<file path="config.mk">
export PLATFORM = sky130hd
export DESIGN_NAME = climb_step_throttle_governor
export DESIGN_NICKNAME = d
export VERILOG_FILES = /design/src/design/ctsg_pkg.sv /design/src/design/ctsg_front.sv /design/src/design/ctsg_div.sv /design/src/design/ctsg_back.sv /design/src/design/climb_step_throttle_governor.sv
export SDC_FILE = /design/constraint.sdc
export NUM_CORES = 2
export LEC_CHECK = 0
export BUFFER_PORTS_ARGS = -buffer_cell sky130_fd_sc_hd__buf_4
export CAP_MARGIN = 20
export CORE_MARGIN = 4
export CORE_UTILIZATION = 59
export DETAILED_ROUTE_END_ITERATION = 8
export PLACE_DENSITY_LB_ADDON = 0.1
export SLEW_MARGIN = 20
export SYNTH_ARGS = -nofsm -noshare
export SYNTH_HDL_FRONTEND = slang
export SYNTH_SLANG_ARGS = --single-unit
export TNS_END_PERCENT = 10
</file>
<file path="constraint.sdc">
create_clock -name clk -period 8.9 [get_ports clk]
set_clock_uncertainty 0.05 [all_clocks]
set_input_delay 1.78 -clock clk [delete_from_list [all_inputs] [get_ports clk]]
set_output_delay 1.78 -clock clk [all_outputs]
set_load 0.02 [all_outputs]
</file>
<file path="src/design/ctsg_pkg.sv">
// Shared types and constants for the climb step throttle governor.
// No dependencies; every other design file refers to this package by scoped names.
`default_nettype none

package ctsg_pkg;

	// Item kinds, encoded as on the mode input.
	localparam logic [1:0] MODE_TICK   = 2'd0;
	localparam logic [1:0] MODE_PRESS  = 2'd1;
	localparam logic [1:0] MODE_CANCEL = 2'd2;
	localparam logic [1:0] MODE_RESET  = 2'd3;

	// Climb modes.
	localparam logic [1:0] CLIMB_OFF  = 2'd0;
	localparam logic [1:0] CLIMB_STEP = 2'd1;
	localparam logic [1:0] CLIMB_CONT = 2'd2;

	// Configuration register indexes.
	localparam logic [2:0] REG_GRAVITY   = 3'd0;
	localparam logic [2:0] REG_DRAG      = 3'd1;
	localparam logic [2:0] REG_MASS      = 3'd2;
	localparam logic [2:0] REG_LAG       = 3'd3;
	localparam logic [2:0] REG_DTAP      = 3'd4;
	localparam logic [2:0] REG_TIMEOUT   = 3'd5;
	localparam logic [2:0] REG_STEP      = 3'd6;

	// Configuration reset values.
	localparam logic [30:0] GRAVITY_RST = 31'd642908;
	localparam logic [30:0] MASS_RST    = 31'd65536;
	localparam logic [15:0] DTAP_RST    = 16'd350;
	localparam logic [15:0] TIMEOUT_RST = 16'd2000;
	localparam logic [30:0] STEP_RST    = 31'd65536;

	typedef struct packed {
		logic [30:0] gravity;
		logic [30:0] drag_coefficient;
		logic [30:0] body_mass;
		logic [30:0] motor_lag;
		logic [15:0] double_tap_ms;
		logic [15:0] step_timeout_ms;
		logic [30:0] step_height;
	} cfg_t;

	// One classified request as held in the queue.
	typedef struct packed {
		logic [1:0]         kind;
		logic [31:0]        time_ms;
		logic signed [31:0] altitude;
		logic signed [31:0] vertical_speed;
		logic               vs_pos;
	} item_t;

	typedef struct packed {
		logic        start;
		logic [63:0] dividend;
		logic [63:0] divisor;
	} div_req_t;

	typedef struct packed {
		logic        done;
		logic [63:0] quotient;
	} div_rsp_t;

	typedef struct packed {
		logic       throttle;
		logic [1:0] climb_state;
	} result_t;

endpackage

`default_nettype wire

</file>
<file path="src/design/ctsg_front.sv">
// Front end: accepts requests, classifies them and keeps them in a two-entry queue.
// Depends on ctsg_pkg.
`default_nettype none

module ctsg_front (
	input  wire                 clk,
	input  wire                 arst_n,
	input  wire                 in_valid,
	output logic                in_ready,
	input  wire  [1:0]          mode,
	input  wire  [31:0]         time_ms,
	input  wire  signed [31:0]  altitude,
	input  wire  signed [31:0]  vertical_speed,
	output logic                q_valid,
	output ctsg_pkg::item_t     q_head,
	input  wire                 q_pop
);

	ctsg_pkg::item_t entry_q [2];
	ctsg_pkg::item_t item_in;
	logic            wr_ptr_q;
	logic            rd_ptr_q;
	logic [1:0]      count_q;
	logic            push;

	// Classify the incoming request.
	always_comb begin
		item_in.kind           = mode;
		item_in.time_ms        = time_ms;
		item_in.altitude       = altitude;
		item_in.vertical_speed = vertical_speed;
		item_in.vs_pos         = !vertical_speed[31] && (vertical_speed != 32'sd0);
	end

	assign in_ready = (count_q != 2'd2);
	assign push     = in_valid && in_ready;
	assign q_valid  = (count_q != 2'd0);
	assign q_head   = entry_q[rd_ptr_q];

	// Queue storage.
	always_ff @(posedge clk) begin
		if (push) begin
			entry_q[wr_ptr_q] <= item_in;
		end
	end

	// Queue pointers and fill count.
	always_ff @(posedge clk or negedge arst_n) begin
		if (!arst_n) begin
			wr_ptr_q <= 1'b0;
			rd_ptr_q <= 1'b0;
			count_q  <= 2'd0;
		end else begin
			if (push) begin
				wr_ptr_q <= !wr_ptr_q;
			end
			if (q_pop) begin
				rd_ptr_q <= !rd_ptr_q;
			end
			if (push && !q_pop) begin
				count_q <= count_q + 2'd1;
			end else if (q_pop && !push) begin
				count_q <= count_q - 2'd1;
			end
		end
	end

endmodule

`default_nettype wire

</file>
<file path="src/design/ctsg_div.sv">
// Restoring divider for 64-bit unsigned operands, one quotient bit per cycle.
// Depends on ctsg_pkg for the request and response structs.
`default_nettype none

module ctsg_div (
	input  wire                 clk,
	input  wire                 arst_n,
	input  ctsg_pkg::div_req_t  req,
	output ctsg_pkg::div_rsp_t  rsp
);

	logic [63:0] rem_q;
	logic [63:0] dvd_q;
	logic [63:0] divisor_q;
	logic [6:0]  cnt_q;
	logic        done_q;
	logic [64:0] trial;
	logic [64:0] diff;
	logic        ge;

	// One restoring step.
	always_comb begin
		trial = {rem_q, dvd_q[63]};
		ge    = (trial >= {1'b0, divisor_q});
		diff  = trial - {1'b0, divisor_q};
	end

	always_ff @(posedge clk) begin
		if (req.start) begin
			rem_q     <= 64'd0;
			dvd_q     <= req.dividend;
			divisor_q <= req.divisor;
		end else if (cnt_q != 7'd0) begin
			rem_q <= ge ? diff[63:0] : trial[63:0];
			dvd_q <= {dvd_q[62:0], ge};
		end
	end

	// Iteration count and completion pulse.
	always_ff @(posedge clk or negedge arst_n) begin
		if (!arst_n) begin
			cnt_q  <= 7'd0;
			done_q <= 1'b0;
		end else begin
			done_q <= (cnt_q == 7'd1);
			if (req.start) begin
				cnt_q <= 7'd64;
			end else if (cnt_q != 7'd0) begin
				cnt_q <= cnt_q - 7'd1;
			end
		end
	end

	assign rsp.done     = done_q;
	assign rsp.quotient = dvd_q;

endmodule

`default_nettype wire

</file>
<file path="src/design/ctsg_back.sv">
// Back end: climb state, press handling and the step-climb stopping test.
// Depends on ctsg_pkg and ctsg_div; a shared 32x32 multiplier sits in this module.
`default_nettype none

module ctsg_back (
	input  wire                 clk,
	input  wire                 arst_n,
	input  ctsg_pkg::cfg_t      cfg,
	input  wire                 q_valid,
	input  ctsg_pkg::item_t     q_head,
	output logic                q_pop,
	output logic                res_valid,
	output ctsg_pkg::result_t   res,
	input  wire                 res_ready
);

	localparam logic [3:0] S_IDLE       = 4'd0;
	localparam logic [3:0] S_EXEC       = 4'd1;
	localparam logic [3:0] S_MDRAG      = 4'd2;
	localparam logic [3:0] S_DDRAG_GO   = 4'd3;
	localparam logic [3:0] S_DDRAG_WAIT = 4'd4;
	localparam logic [3:0] S_MSQ        = 4'd5;
	localparam logic [3:0] S_DCOAST_GO  = 4'd6;
	localparam logic [3:0] S_DCOAST_WT  = 4'd7;
	localparam logic [3:0] S_MLAG       = 4'd8;
	localparam logic [3:0] S_CMP        = 4'd9;
	localparam logic [3:0] S_RESULT     = 4'd10;

	logic [3:0]         state_q;
	ctsg_pkg::item_t    item_q;
	logic [1:0]         climb_mode_q;
	logic [31:0]        last_press_q;
	logic               press_seen_q;
	logic signed [31:0] target_q;
	logic [31:0]        deadline_q;
	logic               thr_q;
	logic [31:0]        rem_q;
	logic [63:0]        prod_q;
	logic [63:0]        decel_q;
	logic [31:0]        coast_q;

	logic [31:0]        mul_a;
	logic [31:0]        mul_b;
	logic [31:0]        since;
	logic               dbl;
	logic [32:0]        tgt_sum;
	logic [31:0]        tgt_sat;
	logic [31:0]        late;
	logic               expired;
	logic [32:0]        remaining;
	logic [46:0]        stop_sum;
	ctsg_pkg::div_req_t div_req;
	ctsg_pkg::div_rsp_t div_rsp;

	ctsg_div u_div (
		.clk    (clk),
		.arst_n (arst_n),
		.req    (div_req),
		.rsp    (div_rsp)
	);

	// Press, deadline and distance arithmetic on the current request.
	always_comb begin
		since     = item_q.time_ms - last_press_q;
		dbl       = press_seen_q && (since <= {16'd0, cfg.double_tap_ms});
		tgt_sum   = {item_q.altitude[31], item_q.altitude} + {2'b00, cfg.step_height};
		tgt_sat   = (!tgt_sum[32] && tgt_sum[31]) ? 32'h7FFF_FFFF : tgt_sum[31:0];
		late      = item_q.time_ms - deadline_q;
		expired   = !late[31] && (late != 32'd0);
		remaining = {target_q[31], target_q} - {item_q.altitude[31], item_q.altitude};
		stop_sum  = {15'd0, coast_q} + {1'b0, prod_q[61:16]};
	end

	// Shared multiplier operands; the speed is positive wherever it is used.
	always_comb begin
		mul_a = item_q.vertical_speed;
		unique case (state_q)
			S_MDRAG: mul_b = {1'b0, cfg.drag_coefficient};
			S_MSQ:   mul_b = item_q.vertical_speed;
			default: mul_b = {1'b0, cfg.motor_lag};
		endcase
	end

	// Divider requests.
	always_comb begin
		div_req.start    = (state_q == S_DDRAG_GO) || (state_q == S_DCOAST_GO);
		div_req.dividend = prod_q;
		if (state_q == S_DDRAG_GO) begin
			div_req.divisor = {32'd0, cfg.body_mass, 1'b0};
		end else begin
			div_req.divisor = {decel_q[62:0], 1'b0};
		end
	end

	assign q_pop           = (state_q == S_IDLE) && q_valid;
	assign res_valid       = (state_q == S_RESULT);
	assign res.throttle    = thr_q;
	assign res.climb_state = climb_mode_q;

	// Datapath registers.
	always_ff @(posedge clk) begin
		if (q_pop) begin
			item_q <= q_head;
		end
		if (state_q == S_MDRAG || state_q == S_MSQ || state_q == S_MLAG) begin
			prod_q <= mul_a * mul_b;
		end
		if (state_q == S_EXEC) begin
			rem_q   <= remaining[31:0];
			decel_q <= {33'd0, cfg.gravity};
		end
		if (state_q == S_DDRAG_WAIT && div_rsp.done) begin
			decel_q <= {33'd0, cfg.gravity} + div_rsp.quotient;
		end
		if (state_q == S_MSQ) begin
			coast_q <= 32'd0;
		end
		if (state_q == S_DCOAST_WT && div_rsp.done) begin
			coast_q <= (div_rsp.quotient[63:32] != 32'd0) ? 32'hFFFF_FFFF
				: div_rsp.quotient[31:0];
		end
		if (state_q == S_EXEC && item_q.kind == ctsg_pkg::MODE_PRESS && !dbl
				&& climb_mode_q != ctsg_pkg::CLIMB_CONT) begin
			target_q   <= tgt_sat;
			deadline_q <= item_q.time_ms + {16'd0, cfg.step_timeout_ms};
		end
	end

	// Sequencer and climb state.
	always_ff @(posedge clk or negedge arst_n) begin
		if (!arst_n) begin
			state_q      <= S_IDLE;
			climb_mode_q <= ctsg_pkg::CLIMB_OFF;
			last_press_q <= 32'd0;
			press_seen_q <= 1'b0;
			thr_q        <= 1'b0;
		end else begin
			unique case (state_q)
				S_IDLE: begin
					if (q_valid) begin
						state_q <= S_EXEC;
					end
				end
				S_EXEC: begin
					thr_q   <= 1'b0;
					state_q <= S_RESULT;
					unique case (item_q.kind)
						ctsg_pkg::MODE_PRESS: begin
							last_press_q <= item_q.time_ms;
							press_seen_q <= 1'b1;
							if (dbl) begin
								climb_mode_q <= ctsg_pkg::CLIMB_CONT;
							end else if (climb_mode_q == ctsg_pkg::CLIMB_CONT) begin
								climb_mode_q <= ctsg_pkg::CLIMB_OFF;
							end else begin
								climb_mode_q <= ctsg_pkg::CLIMB_STEP;
							end
						end
						ctsg_pkg::MODE_CANCEL: begin
							climb_mode_q <= ctsg_pkg::CLIMB_OFF;
						end
						ctsg_pkg::MODE_RESET: begin
							climb_mode_q <= ctsg_pkg::CLIMB_OFF;
							press_seen_q <= 1'b0;
							last_press_q <= 32'd0;
						end
						default: begin
							// Control tick.
							if (climb_mode_q == ctsg_pkg::CLIMB_CONT) begin
								thr_q <= 1'b1;
							end else if (climb_mode_q == ctsg_pkg::CLIMB_STEP) begin
								if (expired || remaining[32] || remaining == 33'd0) begin
									climb_mode_q <= ctsg_pkg::CLIMB_OFF;
								end else if (!item_q.vs_pos) begin
									thr_q <= 1'b1;
								end else if (cfg.body_mass != 31'd0) begin
									state_q <= S_MDRAG;
								end else begin
									state_q <= S_MSQ;
								end
							end
						end
					endcase
				end
				S_MDRAG:      state_q <= S_DDRAG_GO;
				S_DDRAG_GO:   state_q <= S_DDRAG_WAIT;
				S_DDRAG_WAIT: begin
					if (div_rsp.done) begin
						state_q <= S_MSQ;
					end
				end
				S_MSQ: begin
					state_q <= (decel_q != 64'd0) ? S_DCOAST_GO : S_MLAG;
				end
				S_DCOAST_GO:  state_q <= S_DCOAST_WT;
				S_DCOAST_WT: begin
					if (div_rsp.done) begin
						state_q <= S_MLAG;
					end
				end
				S_MLAG:       state_q <= S_CMP;
				S_CMP: begin
					// Stop when coast plus lag rise covers the distance left.
					if (stop_sum >= {15'd0, rem_q}) begin
						climb_mode_q <= ctsg_pkg::CLIMB_OFF;
						thr_q        <= 1'b0;
					end else begin
						thr_q <= 1'b1;
					end
					state_q <= S_RESULT;
				end
				S_RESULT: begin
					if (res_ready) begin
						state_q <= S_IDLE;
					end
				end
				default: state_q <= S_IDLE;
			endcase
		end
	end

endmodule

`default_nettype wire

</file>
<file path="src/design/climb_step_throttle_governor.sv">
// Top level: configuration registers, front end, back end and the output register.
// Depends on ctsg_pkg, ctsg_front, ctsg_back (which holds ctsg_div).
`default_nettype none

// Climb governor for a multirotor. Each request gives exactly one result. Presses,
// cancels, full resets and ticks outside a step climb go straight from execution to
// the result in the back end. A tick in a step climb short of its target and deadline
// with upward speed runs the stopping test on a shared 32x32 multiplier and a shared
// 64-bit radix-2 divider (drag, then coast if the deceleration is nonzero), skipping
// the drag steps when body_mass is zero. A two-entry request queue lets the input
// keep accepting while the back end works, and an output register holds the result.
// Configuration writes are taken at any time but must only be made while idle.
module climb_step_throttle_governor (
	input  wire                clk,
	input  wire                arst_n,
	input  wire                cfg_we,
	input  wire  [2:0]         cfg_index,
	input  wire  [30:0]        cfg_wdata,
	input  wire                in_valid,
	output logic               in_ready,
	input  wire  [1:0]         mode,
	input  wire  [31:0]        time_ms,
	input  wire  signed [31:0] altitude,
	input  wire  signed [31:0] vertical_speed,
	output logic               out_valid,
	input  wire                out_ready,
	output logic               throttle,
	output logic [1:0]         climb_state
);

	ctsg_pkg::cfg_t    cfg_q;
	ctsg_pkg::item_t   q_head;
	ctsg_pkg::result_t res;
	logic              q_valid;
	logic              q_pop;
	logic              res_valid;
	logic              res_ready;
	logic              out_valid_q;
	ctsg_pkg::result_t out_q;

	// Configuration registers.
	always_ff @(posedge clk or negedge arst_n) begin
		if (!arst_n) begin
			cfg_q.gravity          <= ctsg_pkg::GRAVITY_RST;
			cfg_q.drag_coefficient <= 31'd0;
			cfg_q.body_mass        <= ctsg_pkg::MASS_RST;
			cfg_q.motor_lag        <= 31'd0;
			cfg_q.double_tap_ms    <= ctsg_pkg::DTAP_RST;
			cfg_q.step_timeout_ms  <= ctsg_pkg::TIMEOUT_RST;
			cfg_q.step_height      <= ctsg_pkg::STEP_RST;
		end else if (cfg_we) begin
			unique case (cfg_index)
				ctsg_pkg::REG_GRAVITY: cfg_q.gravity          <= cfg_wdata;
				ctsg_pkg::REG_DRAG:    cfg_q.drag_coefficient <= cfg_wdata;
				ctsg_pkg::REG_MASS:    cfg_q.body_mass        <= cfg_wdata;
				ctsg_pkg::REG_LAG:     cfg_q.motor_lag        <= cfg_wdata;
				ctsg_pkg::REG_DTAP:    cfg_q.double_tap_ms    <= cfg_wdata[15:0];
				ctsg_pkg::REG_TIMEOUT: cfg_q.step_timeout_ms  <= cfg_wdata[15:0];
				ctsg_pkg::REG_STEP:    cfg_q.step_height      <= cfg_wdata;
				default: ;
			endcase
		end
	end

	ctsg_front u_front (
		.clk            (clk),
		.arst_n         (arst_n),
		.in_valid       (in_valid),
		.in_ready       (in_ready),
		.mode           (mode),
		.time_ms        (time_ms),
		.altitude       (altitude),
		.vertical_speed (vertical_speed),
		.q_valid        (q_valid),
		.q_head         (q_head),
		.q_pop          (q_pop)
	);

	ctsg_back u_back (
		.clk       (clk),
		.arst_n    (arst_n),
		.cfg       (cfg_q),
		.q_valid   (q_valid),
		.q_head    (q_head),
		.q_pop     (q_pop),
		.res_valid (res_valid),
		.res       (res),
		.res_ready (res_ready)
	);

	// Output register.
	assign res_ready = !out_valid_q || out_ready;

	always_ff @(posedge clk) begin
		if (res_valid && res_ready) begin
			out_q <= res;
		end
	end

	always_ff @(posedge clk or negedge arst_n) begin
		if (!arst_n) begin
			out_valid_q <= 1'b0;
		end else if (res_ready) begin
			out_valid_q <= res_valid;
		end
	end

	assign out_valid   = out_valid_q;
	assign throttle    = out_q.throttle;
	assign climb_state = out_q.climb_state;

endmodule

`default_nettype wire
</file>
==> reports/metrics.csv <==
stage;metric;value;unit
outcome;outcome;finished with violations;
outcome;failing checks;antenna rules, setup timing;
synthesis;Mapped Cells;8616;
flow_run;Max Cap Violations;0;
global_route;global-route usage over all layers;0.338;
clock_tree;CTS sink cnt;987;
sta;WHS;0.425;ns
synthesis;Compound-Gate Fraction of Synth Area;0.107;
sta;final slew viol count;0;
clock_tree;clock-pin slew on the worst setup and hold paths;0.06;ns
global_route;total global routing overflow;0;
synthesis;Mean Syn Cell Area;10.2;um2
synthesis;Synth Net Count;10238;
clock_tree;CTS H-Tree Depth;3;
worst_setup_path;critical path's slowest cell;fa_1;
global_route;largest net degree at the start of global routing;153;
clock_tree;CTS hold repair buffers;0;
worst_setup_path;worst setup path start;u_back.state_q[3];
clock_tree;Root Buffer;clkbuf_16;
synthesis;Synth cell types;114;
final_layout;Area Growth Syn to Fin;10.6;%
synthesis;Synth Area in Adders;0.290;
sta;period utilisation layout;1.01;
die;IO Pins;142;
sta;RSZ-0062 raised after global routing;true;
global_route;initial antenna violation count;19;
route;Post-Route M1 WL;105000;um
synthesis;Post-Synth XOR/XNOR Area;0.0306;
worst_setup_path;reg-to-reg slack, setup;-0.07;ns
place;PortBufs;141;
route;Iter 0 DRT Violations;5717;
route;Met2 Wirelength;117000;um
clock_tree;CTS tree;yes;
synthesis;ranking of synthesized cells by area;edfxtp_1 23%, fa_1 21%, ha_1 8.3%, dfrtp_1 6.1%, inv_1 5.0%;
synthesis;Mapped Area;87500;um2
global_route;first-pass GRT wire length;396000;um
worst_setup_path;r2r startpoint;u_back.state_q[3];
route;drt first pass iters;6;
worst_setup_path;CP max stage delay;0.56;ns
worst_setup_path;Buf/Inv on CP;9;
min_path;HP Class;reg2reg;
final_layout;nets@finish;10439;
min_path;worst min-delay path startpoint;u_back.u_div.rem_q[8];
global_route;vias in the first global route;66344;
route;WL per Instance;23.6;um
sta;slew at the pin with the worst max-slew slack;1.12;ns
synthesis;Simple-Gate Fraction of Synth Area;0.143;
sta;headroom to the max-slew limit;0.236;
synthesis;Yosys reg bits;987;
sta;Max Clock Freq;0.111;GHz
worst_setup_path;CP required;9.30;ns
clock_tree;number of buffers created by CTS;108;
route;total number of vias;65155;
synthesis;number of synthesized flops with an enable pin;683;
route;DR DRC count;0;
clock_tree;Clock Latency Late Sink;0.76;ns
synthesis;post-synth top area share;0.234;
worst_setup_path;maximum fanout along the worst path;15;
route;top sig layer;met5;
die;Initial Utilization;0.593;
synthesis;count leader, synth;inv_1;
route;Detailed Route WL;257000;um
place;Placer Congestion;0.957;
die;Die H;393;um
worst_setup_path;Crit path top cell by count;fa_1;
die;Placeable Area;147000;um2
die;row count;141;
worst_setup_path;Setup crit start kind;flop;
worst_setup_path;Setup CP Type;reg2reg;
worst_setup_path;WP data arrival;9.37;ns
synthesis;warnings from Yosys;0;
sta;worst setup margin;-0.0696;ns
route;vias per cell;6.00;
route;antenna-violating nets left;1;
clock_tree;clock tree buffer depth;3;
synthesis;Seq/Total Area, Yosys;0.318;
worst_setup_path;Setup crit end kind;flop;
sta;endpoints failing hold;0;
synthesis;mux contribution to synthesized area;0.0432;
worst_setup_path;Crit path max-delay family;adder cells;
sta;post-route minimum period;8.97;ns
final_layout;fill count;11770;
sta;# setup viols final;1;
synthesis;Post-synth top flop;edfxtp_1;
die;die width;393;um
synthesis;top post-synthesis cells by count;1165 x inv_1, 1049 x nand2_1, 904 x fa_1, 683 x edfxtp_1, 607 x and2_1;
die;DIE AREA;155000;um2
synthesis;Synth area leader;edfxtp_1;
synthesis;largest family of logic cells by synthesized area;adder cells;
final_layout;share of cells above drive strength 1;0.128;
route;met3 wire length;21400;um
synthesis;fraction of registers with async set/reset;0.243;
place;Post-DP HPWL;199000;um
[flip-flops by register name, summed over array words and instances, names as in the netlist, 2 cells and up]
register / cells
u_back.decel_q: 64
u_front.count_q: 2
u_back.u_div.cnt_q: 7
climb_state: 2
u_front.entry_q: 198
u_back.rem_q: 32
u_back.u_div.rem_q: 64
u_back.state_q: 4
u_back.mul_a: 32
cfg_q: 187
u_back.item_q: 67
u_back.coast_q: 32
u_back.last_press_q: 32
u_back.prod_q: 64
u_back.climb_mode_q: 2
u_back.u_div.dvd_q: 64
u_back.deadline_q: 32
u_back.u_div.divisor_q: 63
u_back.target_q: 32
[placed cells by master (no fill, tap or decap), types with 33 or more instances in the layout]
cell type and count:
a22o_1 36, o21bai_1 39, nor2_1 291, nor4_1 61, nor2b_1 77, dfrtp_1 213
nand2b_1 66, mux2i_1 33, nand3_1 90, buf_12 38, clkbuf_16 110, edfxtp_1 683
fa_1 895, dfxtp_1 64, a21o_1 188, o21ai_0 271, inv_1 1158, nor3_1 58
xnor2_1 180, nand2_1 1038, mux2_2 306, and2_1 605, o211ai_1 45, ha_1 571
buf_4 425, a211oi_1 63, xor2_1 126, o21a_1 91, and3_1 44, nand4_1 76
a21oi_1 327, a31oi_1 47
[what timing repair did]
item / in CTS / in global routing
pin swaps: 22 / 27
gates cloned: 1 / 0
hold endpoints to repair: 0 / 0
resized for setup: 32 / 56
setup endpoints to repair: 10 / 22
buffers inserted: 7 / 5
[stage by stage]
stage	setup TNS, ns	setup slack (ns)	cell area (um2)	utilization	instances
3_3_place_gp	-0.366	-0.123	92400	0.627	10624
6_report	-0.0696	-0.0696	96700	0.656	10863
2_1_floorplan	0	0.0893	87500	-	8616
4_1_cts	-0.00231	-0.00231	96400	0.654	10834
3_5_place_dp	-0.894	-0.257	92500	0.627	10624
5_1_grt	-2.56	-0.404	96700	0.656	10847
[cells by family after synthesis]
| family | Yosys count |
|---|---|
| AND/OR/NAND/NOR | 2545 |
| buffers and inverters | 1550 |
| adder cells (fa/ha/maj) | 1485 |
| AO/OA/AOI/OAI | 1404 |
| flip-flops | 987 |
| multiplexers | 339 |
| XOR/XNOR | 306 |
[worst min-delay path, stage by stage, from the launching register on]
cell     delay (ns)
dfxtp_1        0.32
nand2_1        0.06
o21ai_1        0.05
[area by class of cell]
cell class | count | area [um2] | area share
multi-input cells | 6079 | 54300 | 0.561
flip-flops and latches | 987 | 27800 | 0.288
inverters | 1166 | 4380 | 0.0453
repair buffers | 475 | 4110 | 0.0425
clock buffers | 132 | 2890 | 0.0298
well taps | 1930 | 2410 | 0.0250
clock inverters | 70 | 797 | 0.00824
diodes | 24 | 60.1 | 0.000621
[final timing paths]
check                                     endpoint  cells after the start
max                              u_back.prod_q[63]                     33
min                          u_back.u_div.rem_q[8]                      2
max reg2reg                      u_back.prod_q[63]                     33
min reg2reg                  u_back.u_div.rem_q[8]                      2
max in group asynchronous         u_front.rd_ptr_q                      2
min in group asynchronous  u_back.last_press_q[23]                      1
[layer usage]
layer / GRT usage / up-vias
met1: 0.469 / 32717
li1: - / 29205
met2: 0.530 / 2654
met5: 0 / -
met3: 0.0553 / 577
met4: 0.142 / 2
Power is left out: the tool's default activity adds up to more than one toggle a clock period on the data nets, which glitch-free logic cannot reach.
